File: src/hw/rtl/dnsar_pkg.sv
// Types and constants of the DNS A-record response parser.
package dnsar_pkg;

   // Bytes beyond this count are dropped
   localparam int unsigned MAX_MESSAGE_BYTES = 512;
   localparam int unsigned POS_WIDTH = $clog2(MAX_MESSAGE_BYTES + 1);
   localparam logic [POS_WIDTH-1:0] MAX_POS = POS_WIDTH'(MAX_MESSAGE_BYTES);
   localparam logic [POS_WIDTH-1:0] HEADER_BYTES = POS_WIDTH'(12);

   // Label byte and header flag byte fields
   localparam logic [7:0] LABEL_TYPE_MASK = 8'hC0;
   localparam logic [7:0] MAX_LABEL_LEN = 8'd63;
   localparam logic [7:0] RESPONSE_BIT = 8'h80;
   localparam logic [7:0] RCODE_MASK = 8'h0F;

   // Record fields
   localparam logic [15:0] TYPE_A = 16'd1;
   localparam logic [15:0] CLASS_IN = 16'd1;
   localparam logic [15:0] A_RDATA_LEN = 16'd4;
   localparam logic [3:0] QFIXED_BYTES = 4'd4;
   localparam logic [3:0] AFIXED_BYTES = 4'd10;

   typedef enum logic [2:0] {
      ST_OK         = 3'd0,
      ST_SHORT      = 3'd1,
      ST_ID_MISMATCH = 3'd2,
      ST_NOT_RESP   = 3'd3,
      ST_RCODE      = 3'd4,
      ST_BAD_NAME   = 3'd5,
      ST_TRUNCATED  = 3'd6,
      ST_NO_A       = 3'd7
   } status_type;

   typedef enum logic [3:0] {
      PH_HEADER = 4'd0,
      PH_NAME   = 4'd1,
      PH_LABEL  = 4'd2,
      PH_PTR    = 4'd3,
      PH_QFIXED = 4'd4,
      PH_AFIXED = 4'd5,
      PH_RDATA  = 4'd6,
      PH_DONE   = 4'd7,
      PH_STOP   = 4'd8
   } phase_type;

   // One accepted input beat
   typedef struct packed {
      logic       valid;
      logic       last;
      logic [7:0] data;
   } beat_type;

   // Verdict for the message, meaningful on a last beat
   typedef struct packed {
      logic        resolved;
      logic [31:0] host_address;
      status_type  status;
   } result_type;

endpackage

File: src/hw/rtl/dnsar_if.sv
// Valid/ready channel interfaces for the request bytes and the parse result.
interface dnsar_req_if;
   logic       valid;
   logic       ready;
   logic [7:0] data_byte;
   logic       last_byte;

   modport source (output valid, output data_byte, output last_byte, input ready);
   modport sink (input valid, input data_byte, input last_byte, output ready);
endinterface

interface dnsar_rsp_if;
   logic        valid;
   logic        ready;
   logic        resolved;
   logic [31:0] host_address;
   logic [2:0]  status;

   modport source (output valid, output resolved, output host_address, output status,
                   input ready);
   modport sink (input valid, input resolved, input host_address, input status,
                 output ready);
endinterface

File: src/hw/rtl/dnsar_engine.sv
// Byte-at-a-time DNS message walker: header checks, name skipping, A record capture.
module dnsar_engine (
   input  logic                  clock,
   input  logic                  reset,
   input  dnsar_pkg::beat_type   beat,
   input  logic [15:0]           expected_id,
   output dnsar_pkg::result_type result
);

   // Header byte offsets
   localparam logic [dnsar_pkg::POS_WIDTH-1:0] OFS_ID_HI = dnsar_pkg::POS_WIDTH'(0);
   localparam logic [dnsar_pkg::POS_WIDTH-1:0] OFS_ID_LO = dnsar_pkg::POS_WIDTH'(1);
   localparam logic [dnsar_pkg::POS_WIDTH-1:0] OFS_FLAGS = dnsar_pkg::POS_WIDTH'(2);
   localparam logic [dnsar_pkg::POS_WIDTH-1:0] OFS_RCODE = dnsar_pkg::POS_WIDTH'(3);
   localparam logic [dnsar_pkg::POS_WIDTH-1:0] OFS_QD_HI = dnsar_pkg::POS_WIDTH'(4);
   localparam logic [dnsar_pkg::POS_WIDTH-1:0] OFS_QD_LO = dnsar_pkg::POS_WIDTH'(5);
   localparam logic [dnsar_pkg::POS_WIDTH-1:0] OFS_AN_HI = dnsar_pkg::POS_WIDTH'(6);
   localparam logic [dnsar_pkg::POS_WIDTH-1:0] OFS_AN_LO = dnsar_pkg::POS_WIDTH'(7);
   localparam logic [dnsar_pkg::POS_WIDTH-1:0] OFS_HDR_END = dnsar_pkg::POS_WIDTH'(11);

   // Answer fixed-part offsets
   localparam logic [3:0] AF_TYPE_HI  = 4'd0;
   localparam logic [3:0] AF_TYPE_LO  = 4'd1;
   localparam logic [3:0] AF_CLASS_HI = 4'd2;
   localparam logic [3:0] AF_CLASS_LO = 4'd3;
   localparam logic [3:0] AF_RDLEN_HI = 4'd8;
   localparam logic [3:0] AF_RDLEN_LO = 4'd9;

   logic [dnsar_pkg::POS_WIDTH-1:0] pos_ff, pos_in;
   dnsar_pkg::phase_type            phase_ff, phase_in;
   logic [15:0]                     qleft_ff, qleft_in;
   logic [15:0]                     aleft_ff, aleft_in;
   logic [15:0]                     skip_ff, skip_in;
   logic [3:0]                      field_ff, field_in;
   logic [15:0]                     rtype_ff, rtype_in;
   logic [15:0]                     rclass_ff, rclass_in;
   logic [15:0]                     rdlen_ff, rdlen_in;
   logic [31:0]                     addr_ff, addr_in;
   logic                            found_ff, found_in;
   dnsar_pkg::status_type           fail_ff, fail_in;

   logic [7:0]  b;
   logic [15:0] aleft_dec;
   logic [15:0] qleft_dec;
   logic [15:0] skip_dec;
   logic [3:0]  field_inc;
   logic        is_a;

   assign b         = beat.data;
   assign aleft_dec = aleft_ff - 16'd1;
   assign qleft_dec = qleft_ff - 16'd1;
   assign skip_dec  = skip_ff - 16'd1;
   assign field_inc = field_ff + 4'd1;
   assign is_a      = (rtype_ff == dnsar_pkg::TYPE_A) && (rclass_ff == dnsar_pkg::CLASS_IN)
                      && (rdlen_ff == dnsar_pkg::A_RDATA_LEN);

   // Parse state after taking this beat
   always_comb begin
      pos_in    = pos_ff;
      phase_in  = phase_ff;
      qleft_in  = qleft_ff;
      aleft_in  = aleft_ff;
      skip_in   = skip_ff;
      field_in  = field_ff;
      rtype_in  = rtype_ff;
      rclass_in = rclass_ff;
      rdlen_in  = rdlen_ff;
      addr_in   = addr_ff;
      found_in  = found_ff;
      fail_in   = fail_ff;
      if (beat.valid && (pos_ff < dnsar_pkg::MAX_POS)) begin
         pos_in = pos_ff + 1'b1;
         case (phase_ff)
            dnsar_pkg::PH_HEADER: begin
               if (pos_ff == OFS_ID_HI) begin
                  rtype_in = {b, 8'h00};
               end else if (pos_ff == OFS_ID_LO) begin
                  rtype_in = {rtype_ff[15:8], b};
                  if ({rtype_ff[15:8], b} != expected_id) begin
                     fail_in  = dnsar_pkg::ST_ID_MISMATCH;
                     phase_in = dnsar_pkg::PH_STOP;
                  end
               end else if (pos_ff == OFS_FLAGS) begin
                  if ((b & dnsar_pkg::RESPONSE_BIT) == 8'h00) begin
                     fail_in  = dnsar_pkg::ST_NOT_RESP;
                     phase_in = dnsar_pkg::PH_STOP;
                  end
               end else if (pos_ff == OFS_RCODE) begin
                  if ((b & dnsar_pkg::RCODE_MASK) != 8'h00) begin
                     fail_in  = dnsar_pkg::ST_RCODE;
                     phase_in = dnsar_pkg::PH_STOP;
                  end
               end else if (pos_ff == OFS_QD_HI) begin
                  qleft_in = {b, 8'h00};
               end else if (pos_ff == OFS_QD_LO) begin
                  qleft_in = {qleft_ff[15:8], b};
               end else if (pos_ff == OFS_AN_HI) begin
                  aleft_in = {b, 8'h00};
               end else if (pos_ff == OFS_AN_LO) begin
                  aleft_in = {aleft_ff[15:8], b};
               end
               // End of header: go to questions, answers or straight to done
               if (pos_ff == OFS_HDR_END) begin
                  rtype_in = 16'h0000;
                  if (qleft_ff != 16'h0000 || aleft_ff != 16'h0000) begin
                     phase_in = dnsar_pkg::PH_NAME;
                  end else begin
                     phase_in = dnsar_pkg::PH_DONE;
                  end
               end
            end
            dnsar_pkg::PH_NAME: begin
               if (b == 8'h00) begin
                  field_in = 4'd0;
                  phase_in = (qleft_ff != 16'h0000) ? dnsar_pkg::PH_QFIXED
                                                    : dnsar_pkg::PH_AFIXED;
               end else if ((b & dnsar_pkg::LABEL_TYPE_MASK) == dnsar_pkg::LABEL_TYPE_MASK) begin
                  phase_in = dnsar_pkg::PH_PTR;
               end else if ((b & dnsar_pkg::LABEL_TYPE_MASK) != 8'h00
                            || b > dnsar_pkg::MAX_LABEL_LEN) begin
                  fail_in  = dnsar_pkg::ST_BAD_NAME;
                  phase_in = dnsar_pkg::PH_STOP;
               end else begin
                  skip_in  = {8'h00, b};
                  phase_in = dnsar_pkg::PH_LABEL;
               end
            end
            dnsar_pkg::PH_LABEL: begin
               skip_in = skip_dec;
               if (skip_dec == 16'h0000) begin
                  phase_in = dnsar_pkg::PH_NAME;
               end
            end
            dnsar_pkg::PH_PTR: begin
               // Second pointer byte ends the name
               field_in = 4'd0;
               phase_in = (qleft_ff != 16'h0000) ? dnsar_pkg::PH_QFIXED
                                                 : dnsar_pkg::PH_AFIXED;
            end
            dnsar_pkg::PH_QFIXED: begin
               field_in = field_inc;
               if (field_inc >= dnsar_pkg::QFIXED_BYTES) begin
                  field_in = 4'd0;
                  qleft_in = qleft_dec;
                  if (qleft_dec != 16'h0000 || aleft_ff != 16'h0000) begin
                     phase_in = dnsar_pkg::PH_NAME;
                  end else begin
                     phase_in = dnsar_pkg::PH_DONE;
                  end
               end
            end
            dnsar_pkg::PH_AFIXED: begin
               if (field_ff == AF_TYPE_HI) begin
                  rtype_in = {b, 8'h00};
               end else if (field_ff == AF_TYPE_LO) begin
                  rtype_in = {rtype_ff[15:8], b};
               end else if (field_ff == AF_CLASS_HI) begin
                  rclass_in = {b, 8'h00};
               end else if (field_ff == AF_CLASS_LO) begin
                  rclass_in = {rclass_ff[15:8], b};
               end else if (field_ff == AF_RDLEN_HI) begin
                  rdlen_in = {b, 8'h00};
               end else if (field_ff == AF_RDLEN_LO) begin
                  rdlen_in = {rdlen_ff[15:8], b};
               end
               field_in = field_inc;
               if (field_inc >= dnsar_pkg::AFIXED_BYTES) begin
                  field_in = 4'd0;
                  if (rdlen_in == 16'h0000) begin
                     aleft_in = aleft_dec;
                     phase_in = (aleft_dec != 16'h0000) ? dnsar_pkg::PH_NAME
                                                        : dnsar_pkg::PH_DONE;
                  end else begin
                     skip_in  = rdlen_in;
                     addr_in  = 32'h0000_0000;
                     phase_in = dnsar_pkg::PH_RDATA;
                  end
               end
            end
            dnsar_pkg::PH_RDATA: begin
               if (is_a) begin
                  addr_in = {addr_ff[23:0], b};
               end
               skip_in = skip_dec;
               if (skip_dec == 16'h0000) begin
                  if (is_a) begin
                     found_in = 1'b1;
                     phase_in = dnsar_pkg::PH_DONE;
                  end else begin
                     aleft_in = aleft_dec;
                     phase_in = (aleft_dec != 16'h0000) ? dnsar_pkg::PH_NAME
                                                        : dnsar_pkg::PH_DONE;
                  end
               end
            end
            default: begin
               // done or stopped: bytes are dropped
            end
         endcase
      end
   end

   // Verdict from the state as it stands after this beat
   always_comb begin
      if (pos_in < dnsar_pkg::HEADER_BYTES) begin
         result.status = dnsar_pkg::ST_SHORT;
      end else if (fail_in != dnsar_pkg::ST_OK) begin
         result.status = fail_in;
      end else if (found_in) begin
         result.status = dnsar_pkg::ST_OK;
      end else if (phase_in == dnsar_pkg::PH_DONE) begin
         result.status = dnsar_pkg::ST_NO_A;
      end else begin
         result.status = dnsar_pkg::ST_TRUNCATED;
      end
      result.resolved     = (result.status == dnsar_pkg::ST_OK);
      result.host_address = result.resolved ? addr_in : 32'h0000_0000;
   end

   // State registers; a last beat clears everything for the next message
   always_ff @(posedge clock) begin
      if (reset || (beat.valid && beat.last)) begin
         pos_ff    <= '0;
         phase_ff  <= dnsar_pkg::PH_HEADER;
         qleft_ff  <= 16'h0000;
         aleft_ff  <= 16'h0000;
         skip_ff   <= 16'h0000;
         field_ff  <= 4'd0;
         rtype_ff  <= 16'h0000;
         rclass_ff <= 16'h0000;
         rdlen_ff  <= 16'h0000;
         addr_ff   <= 32'h0000_0000;
         found_ff  <= 1'b0;
         fail_ff   <= dnsar_pkg::ST_OK;
      end else begin
         pos_ff    <= pos_in;
         phase_ff  <= phase_in;
         qleft_ff  <= qleft_in;
         aleft_ff  <= aleft_in;
         skip_ff   <= skip_in;
         field_ff  <= field_in;
         rtype_ff  <= rtype_in;
         rclass_ff <= rclass_in;
         rdlen_ff  <= rdlen_in;
         addr_ff   <= addr_in;
         found_ff  <= found_in;
         fail_ff   <= fail_in;
      end
   end

endmodule

File: src/hw/rtl/dns_a_record_response_parser.sv
// DNS A-record response parser top level: channels, id register, result register.
//
// Usage: the message bytes of one DNS response stream in on req_chan, one byte
// per beat, with last_byte set on the final beat. The header is checked against
// the expected transaction id written on csr_wr_en/csr_wr_data (write only while
// no message is in flight). Question names are skipped and the first answer of
// type A, class IN with a 4-byte rdata gives the address.
// Throughput: one byte per cycle unless stalled (see below); each beat is folded into
// the parse state in the cycle it is accepted, with no bubbles between messages.
// Result: the result beat (resolved, host_address, status) shows on rsp_chan in
// the cycle after the last byte is accepted; other bytes give no result.
// Stall: the result register holds one result. While it is full and rsp_chan
// is not ready, req_chan.ready drops; it is high whenever the register is empty
// or being drained in the same cycle.
// Reset: synchronous, clears the parse state, the result valid flag and the id
// register (to zero).
module dns_a_record_response_parser (
   input  logic               clock,
   input  logic               reset,
   dnsar_req_if.sink          req_chan,
   dnsar_rsp_if.source        rsp_chan,
   input  logic               csr_wr_en,
   input  logic [15:0]        csr_wr_data
);

   logic [15:0]           expected_id_ff;
   logic                  rsp_valid_ff;
   logic                  rsp_resolved_ff;
   logic [31:0]           rsp_address_ff;
   logic [2:0]            rsp_status_ff;
   logic                  req_ready;
   dnsar_pkg::beat_type   beat;
   dnsar_pkg::result_type result;

   // Accept while the result slot is empty or draining
   assign req_ready      = !rsp_valid_ff || rsp_chan.ready;
   assign req_chan.ready = req_ready;

   assign beat.valid = req_chan.valid && req_ready;
   assign beat.last  = req_chan.last_byte;
   assign beat.data  = req_chan.data_byte;

   // Transaction id register
   always_ff @(posedge clock) begin
      if (reset) begin
         expected_id_ff <= 16'h0000;
      end else if (csr_wr_en) begin
         expected_id_ff <= csr_wr_data;
      end
   end

   dnsar_engine u_engine (
      .clock       (clock),
      .reset       (reset),
      .beat        (beat),
      .expected_id (expected_id_ff),
      .result      (result)
   );

   // Result register
   always_ff @(posedge clock) begin
      if (reset) begin
         rsp_valid_ff <= 1'b0;
      end else if (beat.valid && beat.last) begin
         rsp_valid_ff <= 1'b1;
      end else if (rsp_chan.ready) begin
         rsp_valid_ff <= 1'b0;
      end
   end

   always_ff @(posedge clock) begin
      if (beat.valid && beat.last) begin
         rsp_resolved_ff <= result.resolved;
         rsp_address_ff  <= result.host_address;
         rsp_status_ff   <= result.status;
      end
   end

   assign rsp_chan.valid        = rsp_valid_ff;
   assign rsp_chan.resolved     = rsp_resolved_ff;
   assign rsp_chan.host_address = rsp_address_ff;
   assign rsp_chan.status       = rsp_status_ff;

endmodule

File: src/flat_wrapper.sv
// flat-port wrapper written by rule: the top's interface ports become plain ports
module dns_a_record_response_parser_flat 
  (clock, reset, csr_wr_en, csr_wr_data, req_chan_valid, req_chan_data_byte, req_chan_last_byte, req_chan_ready, rsp_chan_valid, rsp_chan_resolved, rsp_chan_host_address, rsp_chan_status, rsp_chan_ready);
  dnsar_req_if req_chan_i ();
  dnsar_rsp_if rsp_chan_i ();
  input  logic clock;
  input  logic reset;
  input  logic csr_wr_en;
  input  logic [15:0] csr_wr_data;
  input wire logic [$bits(req_chan_i.valid)-1:0] req_chan_valid;
  input wire logic [$bits(req_chan_i.data_byte)-1:0] req_chan_data_byte;
  input wire logic [$bits(req_chan_i.last_byte)-1:0] req_chan_last_byte;
  output wire logic [$bits(req_chan_i.ready)-1:0] req_chan_ready;
  output wire logic [$bits(rsp_chan_i.valid)-1:0] rsp_chan_valid;
  output wire logic [$bits(rsp_chan_i.resolved)-1:0] rsp_chan_resolved;
  output wire logic [$bits(rsp_chan_i.host_address)-1:0] rsp_chan_host_address;
  output wire logic [$bits(rsp_chan_i.status)-1:0] rsp_chan_status;
  input wire logic [$bits(rsp_chan_i.ready)-1:0] rsp_chan_ready;
  assign req_chan_i.valid = req_chan_valid;
  assign req_chan_i.data_byte = req_chan_data_byte;
  assign req_chan_i.last_byte = req_chan_last_byte;
  assign req_chan_ready = req_chan_i.ready;
  assign rsp_chan_valid = rsp_chan_i.valid;
  assign rsp_chan_resolved = rsp_chan_i.resolved;
  assign rsp_chan_host_address = rsp_chan_i.host_address;
  assign rsp_chan_status = rsp_chan_i.status;
  assign rsp_chan_i.ready = rsp_chan_ready;
  dns_a_record_response_parser u_core (.clock(clock), .reset(reset), .req_chan(req_chan_i), .rsp_chan(rsp_chan_i), .csr_wr_en(csr_wr_en), .csr_wr_data(csr_wr_data));
endmodule
File: config.mk
export PLATFORM = sky130hd
export DESIGN_NAME = dns_a_record_response_parser_flat
export DESIGN_NICKNAME = d
export VERILOG_FILES = /design/src/hw/rtl/dnsar_pkg.sv /design/src/hw/rtl/dnsar_if.sv /design/src/hw/rtl/dnsar_engine.sv /design/src/hw/rtl/dns_a_record_response_parser.sv /design/src/flat_wrapper.sv
export SDC_FILE = /design/constraint.sdc
export NUM_CORES = 1
export LEC_CHECK = 0
export BUFFER_PORTS_ARGS = -buffer_cell sky130_fd_sc_hd__buf_2
export CORE_AREA = 2 2 166 168
export DETAILED_ROUTE_END_ITERATION = 6
export DIE_AREA = 0 0 168 170
export SLEW_MARGIN = 20
export SYNTH_ARGS = -nofsm -noshare
export SYNTH_HDL_FRONTEND = slang
export SYNTH_SLANG_ARGS = --single-unit
File: constraint.sdc
create_clock -name clock -period 3.4 [get_ports clock]
set_input_delay 0.17 -clock clock [delete_from_list [all_inputs] [get_ports clock]]
set_output_delay 0.17 -clock clock [all_outputs]
set_load 0.02 [all_outputs]
* After elaboration in Yosys (flattened, before gate mapping)
Cells that the tools add are included.
W data, S select, Z words.
** Storage, ports and cells
- Register bits after elaboration :: 203
- Input bits :: 30
- Output and inout bits :: 38
- Word-level logic and storage cells :: 225
** Cells by class
- Add/subtract/negate cells :: 5
- $lt $le $gt $ge :: 5
- Equal/unequal tests :: 49
- Multiplexer cells :: 98
- Bitwise gates (word level) :: 2
- Reduce and logical (&&, ||, !) cells :: 45
** Operator list (count)
- $mux W16 :: 33
- $mux W32 :: 4
- $pmux W16 S3 :: 2
- $mux W4 :: 19
- $pmux W16 S2 :: 2
- $pmux W32 S2 :: 1
- $reduce_bool A16 Y1 :: 4
- $mux W3 :: 19
- $mux W8 :: 6
- $sub A16 B1 Y16 const B :: 3
- $eq A10 B3 Y1 const B :: 4
- $ne A2 B2 Y1 const B :: 19
- $eq A16 B1 Y1 const B :: 2
- $logic_not A16 Y1 :: 2
- $pmux W4 S7 :: 1
- $reduce_and A13 Y1 :: 2
- $eq A10 B2 Y1 const B :: 2
- $eq A16 B3 Y1 const B :: 1
- $eq A4 B2 Y1 const B :: 4
- $eq A4 B3 Y1 const B :: 4
- $logic_not A8 Y1 :: 2
- $ne A16 B16 Y1 :: 1
- $pmux W4 S4 :: 1
- $reduce_and A8 Y1 :: 2
- 34 further kinds :: 64

* Longest topological paths before layout
- Depth in word-level cells :: 20
- Mapped depth :: 14
- Mapped depth without buffers :: 10

* Cells and area by module
A second synthesis with hierarchy kept.
** Second synthesis, totals
- Cells, all modules :: 1366
- Area, all modules :: 11029.3 µm²
** Modules (own cells, without submodules)
- dnsar_engine :: instances 1, cells each 1272, area an instance 9318.9 µm², seq. area each 3002.9 µm²
- dns_a_record_response_parser :: instances 1, cells each 94, area an instance 1710.4 µm², seq. area each 1421.4 µm²

* Worst setup path after synthesis
Ideal clock, no wire load.
- Kind :: reg2reg
- Start :: reg u_core.u_engine.skip_ff[0]
- End :: reg u_core.rsp_status_ff[0] (netlist: u_core.rsp_chan.status[0]), data pin
- Library setup time :: 0.180 ns
- Arrival time :: 3.312 ns
- Required time :: 3.220 ns
- Setup slack :: -0.092 ns
- Cell stages (with the launch flop) :: 13
- Path buffers :: 2
- Clock period less this slack :: 3.492 ns
- Cells stage by stage :: dfxtp_1 clkbuf_1 inv_1 ha_1 clkbuf_1 nor4b_1 nand3b_1 xnor2_1 a2111oi_1 and2_1 a21oi_1 or4_1 o41ai_2
** RTL lines
- start: declaration :: line dnsar_engine.sv:33 : logic [15:0] skip_ff, skip_in;
- start signal: assignment :: line dnsar_engine.sv:240 : skip_ff <= skip_in;
- end signal: assignment :: line dns_a_record_response_parser.sv:75 : rsp_status_ff <= result.status;
- end: declaration :: line dns_a_record_response_parser.sv:30 : logic [2:0] rsp_status_ff;

==> flow_summary.toml <==
[status]
status = "finished clean"

[logic_synthesis]
synth_edf_count = 36
synth_nets = 1333
synth_area_leader_cell = "dfxtp_1"
ys_ff_latch = 203
yosysSeqAreaShare_pct = 41.7
synth_cell_types = 74
netlist_area_sq_um = 10600
async_reset_ff_share_pct = 0
synth.avg_cell_area_sq_um = 8.25
synth_area_leaders = "dfxtp_1, edfxtp_1, nor2_1"
synth_ff_type = "dfxtp_1"
synth_warnings = 0
syn-instance-count = 1287
yosys.area.top_type_share_pct = 31.5

[place]
placed_cells = 1657
hpwlAfterDp_microns = 20800
gp_congestion = 0.901
place_ws_ps = -25.7
portBuffers = 67

[clock_tree]
cts_tree = "yes"
root_buffer = "clkbuf_16"
numCtsBuffers = 24
cts.clk_slew.worst_paths_ps = 60
cts_max_level = 1
cts_buffer_depth = 3
clk-insertion-delay-late_ps = 520
clock_sinks = 203

[timing]
period_minus_slack_ps = 3290
drv_slew = 0
setup_violations = 0
timing.fmax_ghz = 0.304
worst_slack_ps = 114
fin_skew_ps = 16.0
rsz0062_at_grt = "false"
max_slew_margin_pct = 32.6
worst_slew_pin_slew_ps = 1010
fin_setup_tns_ps = 0
period_share_pct = 96.7
finalHoldViolations = 0

[critical_path]
crit_top_cell = "or4_4"
path_depth = 8
reg2reg_to = "u_core.rsp_chan.status[0]$_DFFE_PP_"
path_max_fanout = 5
cp_slowest_cell = "or4_1"
crit_type = "reg2reg"
reg2reg_depth = 8
critPathRequiredTime_ps = 3750
critPathBufInv = 0
cp-start-kind = "flop"
critical_path.top_delay_family = "simple AND/OR/NAND/NOR gates"
crit_path_end = "u_core.rsp_chan.status[0]$_DFFE_PP_"
crit_arrival_ps = 3630
slowest_delay_ps = 550
r2r-start = "u_core.u_engine.skip_ff[2]$_SDFFE_PP0P_"
rrSetupSlack_ps = 110
cp_cell_sequence = "or4_4, or4_4, or4b_4, o311a_2, a31oi_4, nand3_2, or4_1, o41ai_2"
end_kind = "flop"
crit_start = "u_core.u_engine.skip_ff[2]$_SDFFE_PP0P_"

[final_layout]
drive_gt1_share_pct = 14.3
syn2layout_area_growth_pct = 17.6
final_cells = 1719
nets = 1406
fillers = 2581
fin_util_pct = 46.8
diodes = 0

[power]
p_int_mw = 4.12
clkPwrFrac_pct = 44.3
powerDensity_nw_per_um2 = 443
switching_power_mw = 1.41
max-vdd-ir-drop_mv = 0.371
p_total_mw = 5.53
p_leak_nw = 4.57
p_sw_share_pct = 25.5
p_seq_share_pct = 45.7
power_frac_comb_pct = 9.9

[routing]
drc = 0
first_pass_iters = 5
ant_nets = 0
wirelength_microns = 30700
avgRoutedWirePerCell_microns = 17.9
vias = 9812
drtIter0Drc = 962
via_per_inst = 5.71

[floorplanning]
rows = 60
ios = 68
start_util_pct = 39.8
dieHeight_microns = 170
fp.dieArea_sq_um = 28600
coreArea_sq_um = 26700
fp.dieW_microns = 168

[grt]
grt_pass1_wl_microns = 49200
use_met1_pct = 30.8
grt_pass1_vias = 9104
grt-busiest-layer = "met2"
grt_remaining_overflow = 0
grt_use_total_pct = 21.1
grt_max_degree = 82
grt_use_met3_pct = 2.23
grt_antenna_before_repair = 0
grtUsageMet2_pct = 33.9

[hold_path]
worstHoldPathType = "in2reg"

[job]
cap_viol_max_count = 0
==> cell usage after synthesis (16+ instances only) <==
master and instances:
a21oi_1 62, a22oi_1 69, clkbuf_1 92, dfxtp_1 167, edfxtp_1 36, ha_1 16
inv_1 25, mux2i_1 42, nand2_1 86, nand3_1 42, nor2_1 246, nor3_1 43
nor4_1 31, o21ai_0 49, xnor2_1 25
==> logic make-up (layout without fill, tap and decap cells) <==
group	Yosys count	count (layout)	share of synthesized area (%)
compound gates	290	290	18.6
xor+xnor	40	40	3.30
fa+ha+maj	16	16	1.89
buf+inv	127	218	4.69
flops	203	203	41.7
mux	44	44	4.17
simple gates	567	567	25.6
==> repair_timing <==
item	4_1_cts	5_1_grt
buffers inserted	0	0
endpoints found under the hold margin	18	0
endpoints found under the setup margin	0	32
hold buffers	18	0
gates resized for setup	0	5
==> power by group through the flow <==
| stage | Sequential [mW] | Combinational (mW) | Clock (mW) |
|---|---|---|---|
| after detailed placement | 2.58 | 0.523 | 0 |
| final | 2.53 | 0.549 | 2.45 |
| after CTS | 2.53 | 0.541 | 2.50 |
| after floorplan | 2.60 | 0.327 | 0 |
| after global placement | 2.58 | 0.515 | 0 |
| after global routing | 2.53 | 0.596 | 2.59 |
==> routing by layer <==
layer  vias up  wire length [microns]
li1       4815                      -
met4         0                    346
met1      4677                  14800
met5         -                      0
met3        22                   1820
met2       298                  13800
==> layout make-up <==
class | count | area, sq um | area share, %
clock inverters | 9 | 57.6 | 0.461
repair buffers | 149 | 1050 | 8.44
clock buffers | 35 | 694 | 5.56
flip-flops and latches | 203 | 4420 | 35.4
multi-input cells | 957 | 5730 | 45.9
well taps | 341 | 427 | 3.42
inverters | 25 | 93.8 | 0.752
==> through the flow <==
step	instance area [sq um]	hold slack, ps
2_1_floorplan	10600	317
3_3_place_gp	11500	404
3_5_place_dp	11500	411
4_1_cts	12500	11.2
5_1_grt	12500	43.8
6_report	12500	29.3
==> flip-flops by register name (all words and copies together), names as in the netlist <==
signal / cells
u_core.u_engine.fail_ff: 3
u_core.rsp_chan.resolved: 1
u_core.u_engine.qleft_ff: 16
u_core.u_engine.rclass_ff: 16
u_core.u_engine.pos_ff: 10
u_core.rsp_chan.status: 3
u_core.expected_id_ff: 16
u_core.u_engine.found_ff: 1
u_core.rsp_chan.valid: 1
u_core.u_engine.phase_ff: 4
u_core.u_engine.rdlen_ff: 16
u_core.rsp_chan.host_address: 32
u_core.u_engine.addr_ff: 32
u_core.u_engine.rtype_ff: 16
u_core.u_engine.skip_ff: 16
u_core.u_engine.field_ff: 4
u_core.u_engine.aleft_ff: 16
==> worst reg2reg max path, stage by stage (launching register included) <==
cell and delay, ps:
dfxtp_1 310, or4_4 540, or4_4 530, or4b_4 500
o311a_2 170, a31oi_4 190, nand3_2 100, or4_1 550
o41ai_2 200
==> cells in the final DEF, fill, tap and decap left out, types with 13 or more instances in the layout <==
master           n
xor2_1          15
nand2_1         86
nand4_1         14
dlygate4sd3_1   18
a22oi_1         69
nand3_1         42
or3_1           13
clkbuf_16       26
xnor2_1         25
inv_1           25
o21ai_0         49
dfxtp_1        167
a211oi_1        15
mux2i_1         42
a21oi_1         62
ha_1            15
nor2_1         245
buf_4           60
nor3_1          43
edfxtp_1        36
buf_2           67
nor4_1          29
==> worst min path at each step <==
| stage | start | end | slack (ps) | cells past startpoint |
|---|---|---|---|---|
| floorplan | csr_wr_data[0] | u_core.expected_id_ff[0]$_SDFFE_PP0P_ | 320 | 2 |
| global placement | csr_wr_data[1] | u_core.expected_id_ff[1]$_SDFFE_PP0P_ | 400 | 3 |
| detailed placement | csr_wr_data[13] | u_core.expected_id_ff[13]$_SDFFE_PP0P_ | 410 | 3 |
| CTS | reset | u_core.expected_id_ff[11]$_SDFFE_PP0P_ | 10 | 2 |
| global route | reset | u_core.expected_id_ff[6]$_SDFFE_PP0P_ | 40 | 2 |
| finish | reset | u_core.expected_id_ff[11]$_SDFFE_PP0P_ | 30 | 2 |
(Power assumes the default switching activity.)
